**config.mk**
```make
export PLATFORM = sky130hd
export DESIGN_NAME = sonar_sweep_proximity_alarm
export DESIGN_NICKNAME = d
export VERILOG_FILES = /design/src/design/sspa_pkg.sv /design/src/design/sonar_sweep_proximity_alarm.sv /design/src/design/sspa_div.sv /design/src/design/sspa_dp.sv /design/src/design/sspa_ctrl.sv
export SDC_FILE = /design/constraint.sdc
export NUM_CORES = 1
export LEC_CHECK = 0
export ABC_AREA = 1
export BUFFER_PORTS_ARGS = -buffer_cell sky130_fd_sc_hd__buf_2
export CELL_PAD_IN_SITES_DETAIL_PLACEMENT = 0
export CELL_PAD_IN_SITES_GLOBAL_PLACEMENT = 1
export CORE_MARGIN = 2
export CORE_UTILIZATION = 43
export CTS_CLUSTER_DIAMETER = 40
export DETAILED_ROUTE_END_ITERATION = 16
export GPL_TIMING_DRIVEN = 0
export PLACE_DENSITY = 0.88
export SETUP_SLACK_MARGIN = 0.1
export SYNTH_ARGS = -nofsm -noshare
export SYNTH_HDL_FRONTEND = slang
export SYNTH_HIERARCHICAL = 1
export SYNTH_SLANG_ARGS = --single-unit
```
**constraint.sdc**
```tcl
create_clock -name clk_i -period 6 [get_ports clk_i]
set_clock_uncertainty 0.05 [all_clocks]
set_input_delay 1.5 -clock clk_i [delete_from_list [all_inputs] [get_ports clk_i]]
set_output_delay 1.5 -clock clk_i [all_outputs]
set_load 0.005 [all_outputs]
```
**src/design/sspa_pkg.sv**
```systemverilog
// shared constants, codes and control types for the sonar sweep proximity alarm
`timescale 1ns / 1ps
`default_nettype none
package sspa_pkg;

  // divider geometry: two quotient bits per cycle
  localparam int DIV_W      = 16;
  localparam int DIVR_W     = 8;
  localparam int DIV_STEPS  = DIV_W / 2;
  localparam int DIV_CNT_W  = $clog2(DIV_STEPS);

  // configuration port
  localparam int CFG_W      = 10;
  localparam int CFG_IDX_W  = 3;

  // result payload width, rounded up to whole bytes
  localparam int OUT_BITS   = 65;
  localparam int OUT_DATA_W = ((OUT_BITS + 7) / 8) * 8;

  // echo / 148 taken as ((echo >> 2) * INCH_RECIP) >> 19, exact for 16-bit echoes
  localparam logic [13:0]       INCH_RECIP   = 14'd14170;
  localparam logic [8:0]        SKIP_INCHES  = 9'd155;
  localparam logic [7:0]        MAX_INCHES   = 8'd200;
  localparam logic [6:0]        DUTY_LOW     = 7'd23;
  localparam logic [6:0]        DUTY_HIGH    = 7'd83;
  localparam logic [15:0]       MS_PER_SEC   = 16'd1000;
  localparam logic [7:0]        ALARM_PERIOD = 8'd10;
  localparam logic [7:0]        ALARM_ON     = 8'd5;
  localparam logic [12:0]       SUM_MAX      = 13'd8191;
  localparam logic [15:0]       NEAR_SECONDS = 16'd5;
  localparam logic [15:0]       WARN_STEPS   = 16'd9;
  localparam logic [3:0]        OFF_MAX      = 4'd10;

  // configuration reset values
  localparam logic [4:0] NUM_AVG_RST     = 5'd2;
  localparam logic [9:0] READ_PERIOD_RST = 10'd200;
  localparam logic [4:0] SERVO_STEP_RST  = 5'd7;
  localparam logic [7:0] NEAR_RST        = 8'd12;
  localparam logic [7:0] FAR_RST         = 8'd120;

  typedef enum logic [CFG_IDX_W-1:0] {
    REG_NUM_AVG     = 3'd0,
    REG_READ_PERIOD = 3'd1,
    REG_SERVO_STEP  = 3'd2,
    REG_NEAR        = 3'd3,
    REG_FAR         = 3'd4
  } cfg_reg_e;

  typedef enum logic [1:0] {
    DIV_TIMING = 2'd0,
    DIV_AVG    = 2'd1
  } div_sel_e;

  typedef struct packed {
    logic     load_item;
    logic     div_start;
    div_sel_e div_sel;
    logic     timing_upd;
    logic     inch_upd;
    logic     avg_upd;
    logic     out_load;
  } cmd_t;

  typedef struct packed {
    logic div_done;
    logic avg_due;
    logic out_busy;
  } status_t;

endpackage
`default_nettype wire

```
**src/design/sonar_sweep_proximity_alarm.sv**
```systemverilog
// top level: sonar sweep proximity alarm, one result per echo reading
// per reading: timing divider pass, average pass if it closes an average, result load
// a new reading is taken only once the previous one is in the result register; the shared
//   radix-4 divider serves both the beeper warning interval and the average
// a new reading is taken while the previous result still waits in the output register
// reset: asynchronous active low, restores config and state registers at once, no clearing pass
`timescale 1ns / 1ps
`default_nettype none
module sonar_sweep_proximity_alarm (
  input  wire logic                           clk_i,
  input  wire logic                           rst_ni,
  input  wire logic                           cfg_we_i,
  input  wire logic [sspa_pkg::CFG_IDX_W-1:0]  cfg_idx_i,
  input  wire logic [sspa_pkg::CFG_W-1:0]      cfg_data_i,
  input  wire logic                           s_axis_tvalid,
  output logic                                s_axis_tready,
  input  wire logic [15:0]                    s_axis_tdata,  // [15:0] echo_count
  output logic                                m_axis_tvalid,
  input  wire logic                           m_axis_tready,
  // [0] beep_on, [1] alarm_active, [9:2] average_inches, [16:10] servo_duty,
  // [24:17] event_distance, [40:25] event_time, [48:41] event_angle, [64:49] seconds
  output logic [sspa_pkg::OUT_DATA_W-1:0]      m_axis_tdata,
  output logic                                m_axis_tuser   // [0] average_ready
);
  import sspa_pkg::*;

  cmd_t    cmd;
  status_t status;

  logic        beep_on, alarm_active;
  logic [7:0]  average_inches, event_distance, event_angle;
  logic [6:0]  servo_duty;
  logic [15:0] event_time, seconds;

  sspa_ctrl u_ctrl (
    .clk_i      (clk_i),
    .rst_ni     (rst_ni),
    .in_valid_i (s_axis_tvalid),
    .in_ready_o (s_axis_tready),
    .status_i   (status),
    .cmd_o      (cmd)
  );

  sspa_dp u_dp (
    .clk_i            (clk_i),
    .rst_ni           (rst_ni),
    .cfg_we_i         (cfg_we_i),
    .cfg_idx_i        (cfg_idx_i),
    .cfg_data_i       (cfg_data_i),
    .echo_count_i     (s_axis_tdata),
    .cmd_i            (cmd),
    .status_o         (status),
    .out_ready_i      (m_axis_tready),
    .out_valid_o      (m_axis_tvalid),
    .beep_on_o        (beep_on),
    .alarm_active_o   (alarm_active),
    .average_ready_o  (m_axis_tuser),
    .average_inches_o (average_inches),
    .servo_duty_o     (servo_duty),
    .event_distance_o (event_distance),
    .event_time_o     (event_time),
    .event_angle_o    (event_angle),
    .seconds_o        (seconds)
  );

  assign m_axis_tdata = {{(OUT_DATA_W - OUT_BITS){1'b0}}, seconds, event_angle, event_time,
                         event_distance, servo_duty, average_inches, alarm_active, beep_on};

endmodule
`default_nettype wire

```
**src/design/sspa_div.sv**
```systemverilog
// shared restoring divider, two quotient bits per cycle
`timescale 1ns / 1ps
`default_nettype none
module sspa_div (
  input  wire logic                       clk_i,
  input  wire logic                       rst_ni,
  input  wire logic                       start_i,
  input  wire logic [sspa_pkg::DIV_W-1:0]  dividend_i,
  input  wire logic [sspa_pkg::DIVR_W-1:0] divisor_i,
  output logic                            done_o,
  output logic [sspa_pkg::DIV_W-1:0]       quotient_o
);
  import sspa_pkg::*;

  logic                 busy_q, busy_d;
  logic                 done_q, done_d;
  logic [DIV_CNT_W-1:0] cnt_q, cnt_d;
  logic [DIV_W-1:0]     quo_q, quo_d;
  logic [DIVR_W-1:0]    rem_q, rem_d;
  logic [DIVR_W-1:0]    dvs_q, dvs_d;

  logic [DIVR_W:0] r_a, r_a2, r_b, r_b2;
  logic            ge_a, ge_b;

  always_comb begin
    r_a  = {rem_q, quo_q[DIV_W-1]};
    ge_a = r_a >= {1'b0, dvs_q};
    r_a2 = ge_a ? r_a - {1'b0, dvs_q} : r_a;
    r_b  = {r_a2[DIVR_W-1:0], quo_q[DIV_W-2]};
    ge_b = r_b >= {1'b0, dvs_q};
    r_b2 = ge_b ? r_b - {1'b0, dvs_q} : r_b;
  end

  always_comb begin
    busy_d = busy_q;
    done_d = 1'b0;
    cnt_d  = cnt_q;
    quo_d  = quo_q;
    rem_d  = rem_q;
    dvs_d  = dvs_q;
    if (start_i) begin
      busy_d = 1'b1;
      cnt_d  = '0;
      quo_d  = dividend_i;
      rem_d  = '0;
      dvs_d  = divisor_i;
    end else if (busy_q) begin
      quo_d = {quo_q[DIV_W-3:0], ge_a, ge_b};
      rem_d = r_b2[DIVR_W-1:0];
      cnt_d = cnt_q + 1'b1;
      if (cnt_q == DIV_CNT_W'(DIV_STEPS - 1)) begin
        busy_d = 1'b0;
        done_d = 1'b1;
      end
    end
  end

  always_ff @(posedge clk_i or negedge rst_ni) begin
    if (!rst_ni) begin
      busy_q <= 1'b0;
      done_q <= 1'b0;
      cnt_q  <= '0;
    end else begin
      busy_q <= busy_d;
      done_q <= done_d;
      cnt_q  <= cnt_d;
    end
  end

  always_ff @(posedge clk_i) begin
    quo_q <= quo_d;
    rem_q <= rem_d;
    dvs_q <= dvs_d;
  end

  assign done_o     = done_q;
  assign quotient_o = quo_q;

endmodule
`default_nettype wire

```
**src/design/sspa_dp.sv**
```systemverilog
// datapath: config registers, averaging, beeper, servo ramp, time count, result register
`timescale 1ns / 1ps
`default_nettype none
module sspa_dp (
  input  wire logic                          clk_i,
  input  wire logic                          rst_ni,
  input  wire logic                          cfg_we_i,
  input  wire logic [sspa_pkg::CFG_IDX_W-1:0] cfg_idx_i,
  input  wire logic [sspa_pkg::CFG_W-1:0]     cfg_data_i,
  input  wire logic [15:0]                   echo_count_i,
  input  wire sspa_pkg::cmd_t                cmd_i,
  output sspa_pkg::status_t                  status_o,
  input  wire logic                          out_ready_i,
  output logic                               out_valid_o,
  output logic                               beep_on_o,
  output logic                               alarm_active_o,
  output logic                               average_ready_o,
  output logic [7:0]                         average_inches_o,
  output logic [6:0]                         servo_duty_o,
  output logic [7:0]                         event_distance_o,
  output logic [15:0]                        event_time_o,
  output logic [7:0]                         event_angle_o,
  output logic [15:0]                        seconds_o
);
  import sspa_pkg::*;

  // configuration
  logic [4:0] num_avg_q, servo_step_q;
  logic [9:0] period_q;
  logic [7:0] near_q, far_q;

  // architectural state
  logic [12:0] sum_q;
  logic [4:0]  valid_q, taken_q;
  logic [7:0]  avg_q;
  logic [6:0]  pos_q;
  logic        down_q;
  logic [15:0] millis_q, sec_q;
  logic [7:0]  cl_dist_q, cl_angle_q;
  logic [15:0] cl_time_q;
  logic        alarm_q, warn_q, level_q;
  logic [3:0]  off_q;
  logic [7:0]  phase_q;

  // per item
  logic [15:0] echo_q;
  logic [6:0]  duty_q;
  logic        ready_q;
  logic [15:0] incr_q;

  // result register
  logic        ov_q, o_beep_q, o_alarm_q, o_ready_q;
  logic [7:0]  o_avg_q, o_dist_q, o_angle_q;
  logic [6:0]  o_duty_q;
  logic [15:0] o_time_q, o_sec_q;

  logic              div_done;
  logic [DIV_W-1:0]  quo;
  logic [DIV_W-1:0]  div_dnd;
  logic [DIVR_W-1:0] div_dvs;

  sspa_div u_div (
    .clk_i      (clk_i),
    .rst_ni     (rst_ni),
    .start_i    (cmd_i.div_start),
    .dividend_i (div_dnd),
    .divisor_i  (div_dvs),
    .done_o     (div_done),
    .quotient_o (quo)
  );

  // divider operand selection
  logic [7:0]  far_gap;
  logic [11:0] far_gap9;
  always_comb begin
    far_gap  = far_q - avg_q;
    far_gap9 = {far_gap, 3'b000} + {4'd0, far_gap};
    case (cmd_i.div_sel)
      DIV_TIMING: begin
        div_dnd = {4'd0, far_gap9};
        div_dvs = far_q - near_q;
      end
      DIV_AVG: begin
        if (valid_q == '0) begin
          div_dnd = {7'd0, SKIP_INCHES};
          div_dvs = 8'd1;
        end else begin
          div_dnd = {3'd0, sum_q};
          div_dvs = {3'd0, valid_q};
        end
      end
      default: begin
        div_dnd = {4'd0, far_gap9};
        div_dvs = far_q - near_q;
      end
    endcase
  end

  // range update and beeper step
  logic       alarm_n, warn_n, level_n, hold;
  logic [3:0] off_n;
  logic [7:0] phase_n;
  always_comb begin
    alarm_n = alarm_q;
    warn_n  = warn_q;
    off_n   = off_q;
    if (avg_q <= near_q && sec_q > NEAR_SECONDS) begin
      alarm_n = 1'b1;
      warn_n  = 1'b0;
    end else if (avg_q <= far_q) begin
      warn_n = 1'b1;
      if (near_q >= far_q) begin
        off_n = 4'd1;
      end else if (quo >= WARN_STEPS) begin
        off_n = 4'd1;
      end else begin
        off_n = OFF_MAX - quo[3:0];
      end
    end else begin
      warn_n = 1'b0;
    end

    level_n = level_q;
    phase_n = phase_q;
    hold    = 1'b0;
    if (alarm_n) begin
      if (phase_q == '0) begin
        level_n = 1'b1;
      end else if (phase_q >= ALARM_ON && level_q) begin
        level_n = 1'b0;
      end else if (phase_q >= ALARM_PERIOD) begin
        phase_n = '0;
        hold    = 1'b1;
      end
    end else if (warn_n) begin
      if (phase_q == '0) begin
        level_n = 1'b1;
      end else if (level_q) begin
        level_n = 1'b0;
      end else if (phase_q >= {4'd0, off_n}) begin
        phase_n = '0;
        hold    = 1'b1;
      end
    end else begin
      level_n = 1'b0;
    end
    // phase saturates at its top
    if (!hold && phase_q != 8'hFF) begin
      phase_n = phase_q + 8'd1;
    end
  end

  // reading accumulation
  logic [27:0] inch_prod;
  logic [8:0]  inches;
  logic [13:0] sum_wide;
  logic [12:0] sum_n;
  logic [4:0]  valid_n, taken_n;
  always_comb begin
    inch_prod = echo_q[15:2] * INCH_RECIP;
    inches    = inch_prod[27:19];
    sum_wide  = {1'b0, sum_q} + {5'd0, inches};
    sum_n     = sum_q;
    valid_n   = valid_q;
    if (inches != SKIP_INCHES) begin
      sum_n   = sum_wide[13] ? SUM_MAX : sum_wide[12:0];
      valid_n = valid_q + 5'd1;
    end
    taken_n = taken_q + 5'd1;
  end

  // average, closest record, servo ramp, time count
  logic [7:0]  avg_n;
  logic [6:0]  pos_off;
  logic [7:0]  angle_n;
  logic [7:0]  pos_up;
  logic [6:0]  pos_n;
  logic        down_n;
  logic [15:0] millis_sum, millis_n, sec_n;
  always_comb begin
    avg_n   = (quo > {8'd0, MAX_INCHES}) ? MAX_INCHES : quo[7:0];
    pos_off = pos_q - DUTY_LOW;
    angle_n = {1'b0, pos_off} + {pos_off, 1'b0};

    pos_up = {1'b0, pos_q} + {3'd0, servo_step_q};
    pos_n  = pos_q;
    down_n = down_q;
    if (down_q) begin
      if ({1'b0, pos_q} <= {1'b0, DUTY_LOW} + {3'd0, servo_step_q}) begin
        pos_n  = DUTY_LOW;
        down_n = 1'b0;
      end else begin
        pos_n = pos_q - {2'd0, servo_step_q};
      end
    end else if (pos_up >= {1'b0, DUTY_HIGH}) begin
      pos_n  = DUTY_HIGH;
      down_n = 1'b1;
    end else if (pos_up <= {1'b0, DUTY_LOW}) begin
      pos_n  = DUTY_LOW;
      down_n = 1'b0;
    end else begin
      pos_n = pos_up[6:0];
    end

    millis_sum = millis_q + incr_q;
    millis_n   = millis_sum;
    sec_n      = sec_q;
    if (millis_sum >= MS_PER_SEC) begin
      millis_n = millis_sum - MS_PER_SEC;
      sec_n    = sec_q + 16'd1;
    end
  end

  always_ff @(posedge clk_i or negedge rst_ni) begin
    if (!rst_ni) begin
      num_avg_q    <= NUM_AVG_RST;
      period_q     <= READ_PERIOD_RST;
      servo_step_q <= SERVO_STEP_RST;
      near_q       <= NEAR_RST;
      far_q        <= FAR_RST;
    end else if (cfg_we_i) begin
      case (cfg_reg_e'(cfg_idx_i))
        REG_NUM_AVG:     num_avg_q    <= cfg_data_i[4:0];
        REG_READ_PERIOD: period_q     <= cfg_data_i;
        REG_SERVO_STEP:  servo_step_q <= cfg_data_i[4:0];
        REG_NEAR:        near_q       <= cfg_data_i[7:0];
        REG_FAR:         far_q        <= cfg_data_i[7:0];
        default: ;
      endcase
    end
  end

  always_ff @(posedge clk_i or negedge rst_ni) begin
    if (!rst_ni) begin
      sum_q      <= '0;
      valid_q    <= '0;
      taken_q    <= '0;
      avg_q      <= '0;
      pos_q      <= DUTY_LOW;
      down_q     <= 1'b0;
      millis_q   <= '0;
      sec_q      <= '0;
      cl_dist_q  <= MAX_INCHES;
      cl_time_q  <= '0;
      cl_angle_q <= '0;
      alarm_q    <= 1'b0;
      warn_q     <= 1'b0;
      off_q      <= '0;
      phase_q    <= '0;
      level_q    <= 1'b0;
      ready_q    <= 1'b0;
      ov_q       <= 1'b0;
    end else begin
      if (cmd_i.timing_upd) begin
        alarm_q <= alarm_n;
        warn_q  <= warn_n;
        off_q   <= off_n;
        phase_q <= phase_n;
        level_q <= level_n;
      end
      if (cmd_i.inch_upd) begin
        sum_q   <= sum_n;
        valid_q <= valid_n;
        taken_q <= taken_n;
        ready_q <= status_o.avg_due;
      end
      if (cmd_i.avg_upd) begin
        sum_q   <= '0;
        valid_q <= '0;
        taken_q <= '0;
        avg_q   <= avg_n;
        if (cl_dist_q > avg_n) begin
          cl_dist_q  <= avg_n;
          cl_time_q  <= sec_q;
          cl_angle_q <= angle_n;
        end
        pos_q    <= pos_n;
        down_q   <= down_n;
        millis_q <= millis_n;
        sec_q    <= sec_n;
      end
      if (cmd_i.out_load) begin
        ov_q <= 1'b1;
      end else if (out_ready_i) begin
        ov_q <= 1'b0;
      end
    end
  end

  always_ff @(posedge clk_i) begin
    // config must be held steady while an item is in flight; the block itself does not enforce it
    incr_q <= {11'd0, num_avg_q} * {6'd0, period_q} + {7'd0, period_q[9:1]};
    if (cmd_i.load_item) begin
      echo_q <= echo_count_i;
      duty_q <= pos_q;
    end
    if (cmd_i.out_load) begin
      o_beep_q  <= level_q;
      o_alarm_q <= alarm_q;
      o_ready_q <= ready_q;
      o_avg_q   <= avg_q;
      o_duty_q  <= duty_q;
      o_dist_q  <= cl_dist_q;
      o_time_q  <= cl_time_q;
      o_angle_q <= cl_angle_q;
      o_sec_q   <= sec_q;
    end
  end

  always_comb begin
    status_o.div_done = div_done;
    status_o.avg_due  = taken_n >= num_avg_q;
    status_o.out_busy = ov_q & ~out_ready_i;
  end

  assign out_valid_o      = ov_q;
  assign beep_on_o        = o_beep_q;
  assign alarm_active_o   = o_alarm_q;
  assign average_ready_o  = o_ready_q;
  assign average_inches_o = o_avg_q;
  assign servo_duty_o     = o_duty_q;
  assign event_distance_o = o_dist_q;
  assign event_time_o     = o_time_q;
  assign event_angle_o    = o_angle_q;
  assign seconds_o        = o_sec_q;

endmodule
`default_nettype wire

```
**src/design/sspa_ctrl.sv**
```systemverilog
// controller: sequences the divider passes and result hand-off for one reading
`timescale 1ns / 1ps
`default_nettype none
module sspa_ctrl (
  input  wire logic              clk_i,
  input  wire logic              rst_ni,
  input  wire logic              in_valid_i,
  output logic                   in_ready_o,
  input  wire sspa_pkg::status_t status_i,
  output sspa_pkg::cmd_t         cmd_o
);
  import sspa_pkg::*;

  typedef enum logic [4:0] {
    S_IDLE   = 5'b00001,
    S_TDIV   = 5'b00010,
    S_ASTART = 5'b00100,
    S_ADIV   = 5'b01000,
    S_DONE   = 5'b10000
  } state_e;

  state_e state_q, state_d;

  always_comb begin
    state_d    = state_q;
    cmd_o      = '0;
    in_ready_o = (state_q == S_IDLE);
    case (state_q)
      S_IDLE: begin
        if (in_valid_i) begin
          cmd_o.load_item = 1'b1;
          cmd_o.div_start = 1'b1;
          cmd_o.div_sel   = DIV_TIMING;
          state_d         = S_TDIV;
        end
      end
      S_TDIV: begin
        // inches come from the echo register without a divider pass
        if (status_i.div_done) begin
          cmd_o.timing_upd = 1'b1;
          cmd_o.inch_upd   = 1'b1;
          state_d          = status_i.avg_due ? S_ASTART : S_DONE;
        end
      end
      S_ASTART: begin
        cmd_o.div_start = 1'b1;
        cmd_o.div_sel   = DIV_AVG;
        state_d         = S_ADIV;
      end
      S_ADIV: begin
        cmd_o.div_sel = DIV_AVG;
        if (status_i.div_done) begin
          cmd_o.avg_upd = 1'b1;
          state_d       = S_DONE;
        end
      end
      S_DONE: begin
        // wait for the result register to drain
        if (!status_i.out_busy) begin
          cmd_o.out_load = 1'b1;
          state_d        = S_IDLE;
        end
      end
      default: state_d = S_IDLE;
    endcase
  end

  always_ff @(posedge clk_i or negedge rst_ni) begin
    if (!rst_ni) begin
      state_q <= S_IDLE;
    end else begin
      state_q <= state_d;
    end
  end

endmodule
`default_nettype wire

```
* Word level (Yosys, flattened, before mapping)
Cells that the tools add are included.
** Storage, ports and cells
- Flip-flop bits (word level) :: 302
- Input bits :: 34
** Cells by class
- Add/subtract/negate cells :: 20
- $mul :: 2
- Magnitude comparators :: 17
- Equal/unequal tests :: 23
- Muxes and demuxes :: 81
- Bitwise gates (word level) :: 2
- Reduce and logical (&&, ||, !) cells :: 25
** Operators by type and width (count)
- 8-bit 2-to-1 mux :: 13
- 13-bit 2-to-1 mux :: 6
- 5-bit 2-to-1 mux :: 11
- 16-bit 2-to-1 mux :: 3
- 1-bit 2-to-1 mux :: 32
- 8-bit subtractor :: 4
- 7-bit 2-to-1 mux :: 4
- 14-bit by 13-bit multiplier with 27-bit output, second input constant :: 1
- 5-bit case mux with 5 select lines :: 1
- 4-bit 2-to-1 mux :: 5
- 9-bit by 8-bit >= comparator with 1-bit output :: 2
- 3-bit != test, second input constant :: 6
- 2-bit AND reduction :: 9
- 15-bit by 9-bit adder with 16-bit output :: 1
- 16-bit by 1-bit adder with 16-bit output, second input constant :: 1
- 16-bit adder :: 1
- 16-bit by 10-bit >= comparator with 1-bit output, second input constant :: 1
- 16-bit by 4-bit >= comparator with 1-bit output, second input constant :: 1
- 16-bit by 3-bit greater-than comparator with 1-bit output, second input constant :: 1
- 16-bit by 8-bit greater-than comparator with 1-bit output, second input constant :: 1
- 8-bit less-or-equal comparator :: 2
- 16-bit by 10-bit subtractor with 16-bit output, second input constant :: 1
- 5-bit by 10-bit multiplier with 15-bit output :: 1
- 13-bit by 9-bit adder with 14-bit output :: 1
- 48 further kinds :: 61

* Logic depth before layout (Yosys ltp)
- Depth in word-level cells :: 15
- Depth in mapped cells :: 34

* Modules after synthesis
The synthesis kept the hierarchy.
** Modules (own cells, without submodules)
- sspa_dp :: instances 1, cells each 2529, area an instance 20601.0 um^2, seq. area each 6836.6 um^2
- sspa_div :: instances 1, cells each 311, area an instance 2499.9 um^2, seq. area each 1006.0 um^2
- sspa_ctrl :: instances 1, cells each 47, area an instance 349.1 um^2, seq. area each 126.4 um^2
- sonar_sweep_proximity_alarm :: instances 1, cells each 10, area an instance 71.3 um^2, seq. area each 0.0 um^2

* Least setup slack after synthesis
No wires, ideal clock.
- Kind :: register to register
- Start point :: reg u_dp.echo_q[11]
- End point :: reg u_dp.sum_q[10]
- Data arrival time :: 5.748 ns
- Slack :: 0.085 ns
- Stages on the path, launching flop included :: 29
- Cells stage by stage :: edfxtp_1 fa_1 inv_1 fa_1 inv_1 fa_1 fa_1 inv_1 fa_1 inv_1 ha_1 nand2_1 nor2_1 inv_1 nor3_2 o21ai_0 nand4_1 nand2_1 ha_1 a21oi_1 a21boi_0 nand2_1 a21oi_1 inv_1 nand2_1 clkbuf_1 nand3_1 nand3_1 nand2_1
** Between the ends
- Cells in the longest elaborated chain, start to end :: 6
- Elaborated cells on any way between the ends :: 9
- Classes of those cells :: add/sub (1); mul (1); eq/ne (1); mux (4); reduce/logical (2)
** RTL lines
- start, declared :: line sspa_dp.sv:46 : logic [15:0] echo_q;
- start signal, assigned :: line sspa_dp.sv:294 : echo_q <= echo_count_i;
- 14-bit by 13-bit multiplier with 27-bit output * :: line sspa_dp.sv:160 : inch_prod = echo_q[15:2] * INCH_RECIP;
- 13-bit by 9-bit adder with 14-bit output :: line sspa_dp.sv:162 : sum_wide = {1'b0, sum_q} + {5'd0, inches};
- 13-bit 2-to-1 mux :: line sspa_dp.sv:166 : sum_n = sum_wide[13] ? SUM_MAX : sum_wide[12:0];
- 13-bit 2-to-1 mux :: line sspa_dp.sv:165 : if (inches != SKIP_INCHES) begin
- 13-bit 2-to-1 mux :: line sspa_dp.sv:261 : if (cmd_i.inch_upd) begin
- 13-bit 2-to-1 mux :: line sspa_dp.sv:267 : if (cmd_i.avg_upd) begin
- end signal, assigned :: line sspa_dp.sv:262 : sum_q <= sum_n;
- end, declared :: line sspa_dp.sv:33 : logic [12:0] sum_q;
Every way passes the cells marked *; elsewhere a longest branch is shown, timed or not. The select of a mux whose other input is x is not followed.
A chain may end at the register's enable or synchronous reset.

* Worst setup path in the final report
- Start point :: reg u_dp.echo_q[8]
- End point :: reg u_dp.sum_q[8]
The elaborated chain is that of the path after synthesis.

==> results.ini <==
[timing]
maxSlewHeadroom_pct = 41.0
tightest_slew_ns = 0.881
finalSetupTns_ns = 0
rsz0062_at_grt = yes
timing.final.ws_setup_ns = 0.123
hold_slack_ns = 0.378
setup_violations = 0
period_needed_ns = 5.88
hold_violations = 0
fmax_mhz = 170
period_share_pct = 98.0
drv_slew = 0

[clock_tree]
cts.path.max_buffers = 3
clkSinkCount = 300
numCtsBuffers = 46
cts_tree = yes
root_buffer = clkbuf_16
ctsHoldBuffers = 0
cts_max_level = 2
clk_latency_ns = 0.61
clk_pin_slew_ns = 0.06

[worst_hold_path]
hp-start = u_dp/duty_q[6]
holdPathEnd = u_dp/servo_duty_o[6]
hold_class = reg -> reg
hold_depth = 0

[yosys]
syn_avg_cell_area_um2 = 8.12
async_flop_share_pct = 55.0
ys_types = 54
synth_edf_count = 111
synthCells = 2897
ys_seq_area_share_pct = 33.9
synthFlopType = dfrtp_1
netlist_area_mm2 = 0.0235
ys_warn_count = 6
synth_seq_cells = 300

[placed_design]
port_buffers = 99
hpwl_um = 43600
place_congestion = 0.882
place_ws_ns = -0.612

[route]
vias = 19000
wl_um = 57000
drc = 0
viasPerCell = 4.96
drt-pass1-iter-count = 5
wl_per_cell_um = 14.9
ant_nets = 0
first_iter_violations = 1147

[critical_path]
critical_path.most_common_cell = inv_2
r2r-start = u_dp/echo_q[8]
cpPeakStageDelay_ns = 0.55
rr_endpoint = u_dp/sum_q[8]
critical_path_class = reg -> reg
arrival_ns = 6.27
critPathLaunchType = register
reg2reg_slack_ns = 0.12
endpoint_kind = register
required_ns = 6.39
rr_worst_depth = 31
slowest_stage = fa_1
cp_max_fo = 5

[final_layout]
synthToLayoutAreaGrowth_pct = 16.2
layout.nets = 3474
antennaDiodeCount = 0
drive_gt1_share_pct = 13.7

[global_route]
grt_pass1_wl_um = 96100
grt_max_degree = 102
track_usage_pct = 20.8
grt_pass1_vias = 19300
antenna_found_initial = 0
overflow = 0

[die]
die_w_um = 238
fp.dieH_um = 238
ioPinCount = 109
start_util_pct = 43.6
num_rows = 85
core-area_mm2 = 0.0539
dieArea_mm2 = 0.0566

[run_status]
outcome = completed

[job]
drv_cap = 0

kinds of logic after synthesis:
kind of cell / count (synthesis) / synth area share [%]
compound gates: 284 / 6.52
mux: 2 / 0.0957
flops: 300 / 33.9
other cells: 3 / 0.0479
simple gates: 1280 / 23.9
xor+xnor: 96 / 3.57
buf+inv: 580 / 9.62
fa+ha+maj: 352 / 22.4
repair_timing:
action / CTS / global route
pin swaps: 20 / 39
setup buffers: 23 / 9
resized for setup: 45 / 58
cloned: 1 / 0
endpoints found under the setup margin: 13 / 13
metrics by stage:
step	cells	util (%)	cell area (µm²)
after floorplan	2905	-	23600
after global placement	3700	46.2	24900
after detailed placement	3703	46.4	25000
after CTS	3813	50.2	27100
after global routing	3822	50.7	27300
final	3822	50.7	27300
cell usage after synthesis, types with 4 or more instances:
master    instances  area share (%)
nand2_1         786              13
inv_1           514             8.2
ha_1            237              13
nor2_1          158             2.5
nand3_1         151             3.2
dfrtp_1         144              15
o21ai_0         129             2.7
fa_1            115             9.8
edfxtp_1        111              14
a21oi_1          98             2.1
xor2_1           73             2.7
nand4_1          58             1.5
clkbuf_1         32            0.51
nand2_2          29            0.77
dfxtp_1          24             2.0
xnor2_1          23            0.86
nor3_1           22            0.47
dfstp_2          21             2.3
o21bai_1         15            0.48
buf_4            14            0.45
nand3b_1         11            0.35
a31oi_1          10            0.27
nor2_2           10            0.27
or2_2            10            0.27
and2_1            9            0.24
inv_2             9            0.14
nand3_2           9            0.38
nand2_4           7            0.34
nor4_1            7            0.19
o21ai_1           7            0.15
o22ai_1           7            0.19
nor2_4            4            0.19
layer usage:
layer	wire [µm]	up-vias	track usage, %
met5	0	-	0
met4	1620	0	6.35
met3	2850	92	2.79
met2	26100	407	33.9
met1	26400	8888	29.0
li1	-	9584	-
worst max-delay path, delay by kind of cell (launching register included):
family          cells  cell delay (ns)
buf+inv             9             0.76
flops               1             0.47
compound gates      3             0.43
simple gates       12             1.21
fa+ha+maj           7             2.83
state kept, by name (all words and copies together), names as in the netlist, 10 cells and up:
register and cells:
u_dp/cl_time_q 16, u_dp/echo_q 14, u_dp/event_time_o 16, u_dp/incr_q 16, u_dp/u_div/quotient_o 16, u_dp/seconds_o 16, u_dp/millis_q 16, u_dp/sec_q 16
u_dp/period_q 10, u_dp/sum_q 13
worst max path at each step:
| stage | depth (start not counted) | endpoint | start |
|---|---|---|---|
| 2_1_floorplan | 28 | u_dp/sum_q[10] | u_dp/echo_q[11] |
| 3_3_place_gp | 3 | u_dp/servo_duty_o[4] | m_axis_tready |
| 3_5_place_dp | 28 | u_dp/sum_q[12] | u_dp/echo_q[11] |
| 4_1_cts | 29 | u_dp/sum_q[4] | u_dp/echo_q[8] |
| 6_report | 31 | u_dp/sum_q[8] | u_dp/echo_q[8] |
| 5_1_grt | 28 | u_dp/sum_q[12] | u_dp/echo_q[8] |
placed cells by master, fill, tap and decap left out, types with 46 or more instances in the layout:
cell type,instances
nand2_1,767
buf_4,46
nand3_1,147
a21oi_1,87
fa_1,113
clkbuf_16,48
buf_2,101
ha_1,223
xor2_1,73
nand4_1,58
edfxtp_1,111
o21ai_0,123
dfrtp_1,144
inv_1,502
nor2_1,145
layout make-up:
cell class,instances,area [µm²]
inverters,527,1980
multi-input cells,2025,13700
well taps,696,871
flip-flops and latches,300,7970
clock buffers,56,1280
plain buffers,53,293
clock inverters,30,403
repair buffers,135,828
fillers,5079,26600
Power is left out: the tool's default activity adds up to more than one toggle a clock period on the data nets, which glitch-free logic cannot reach.
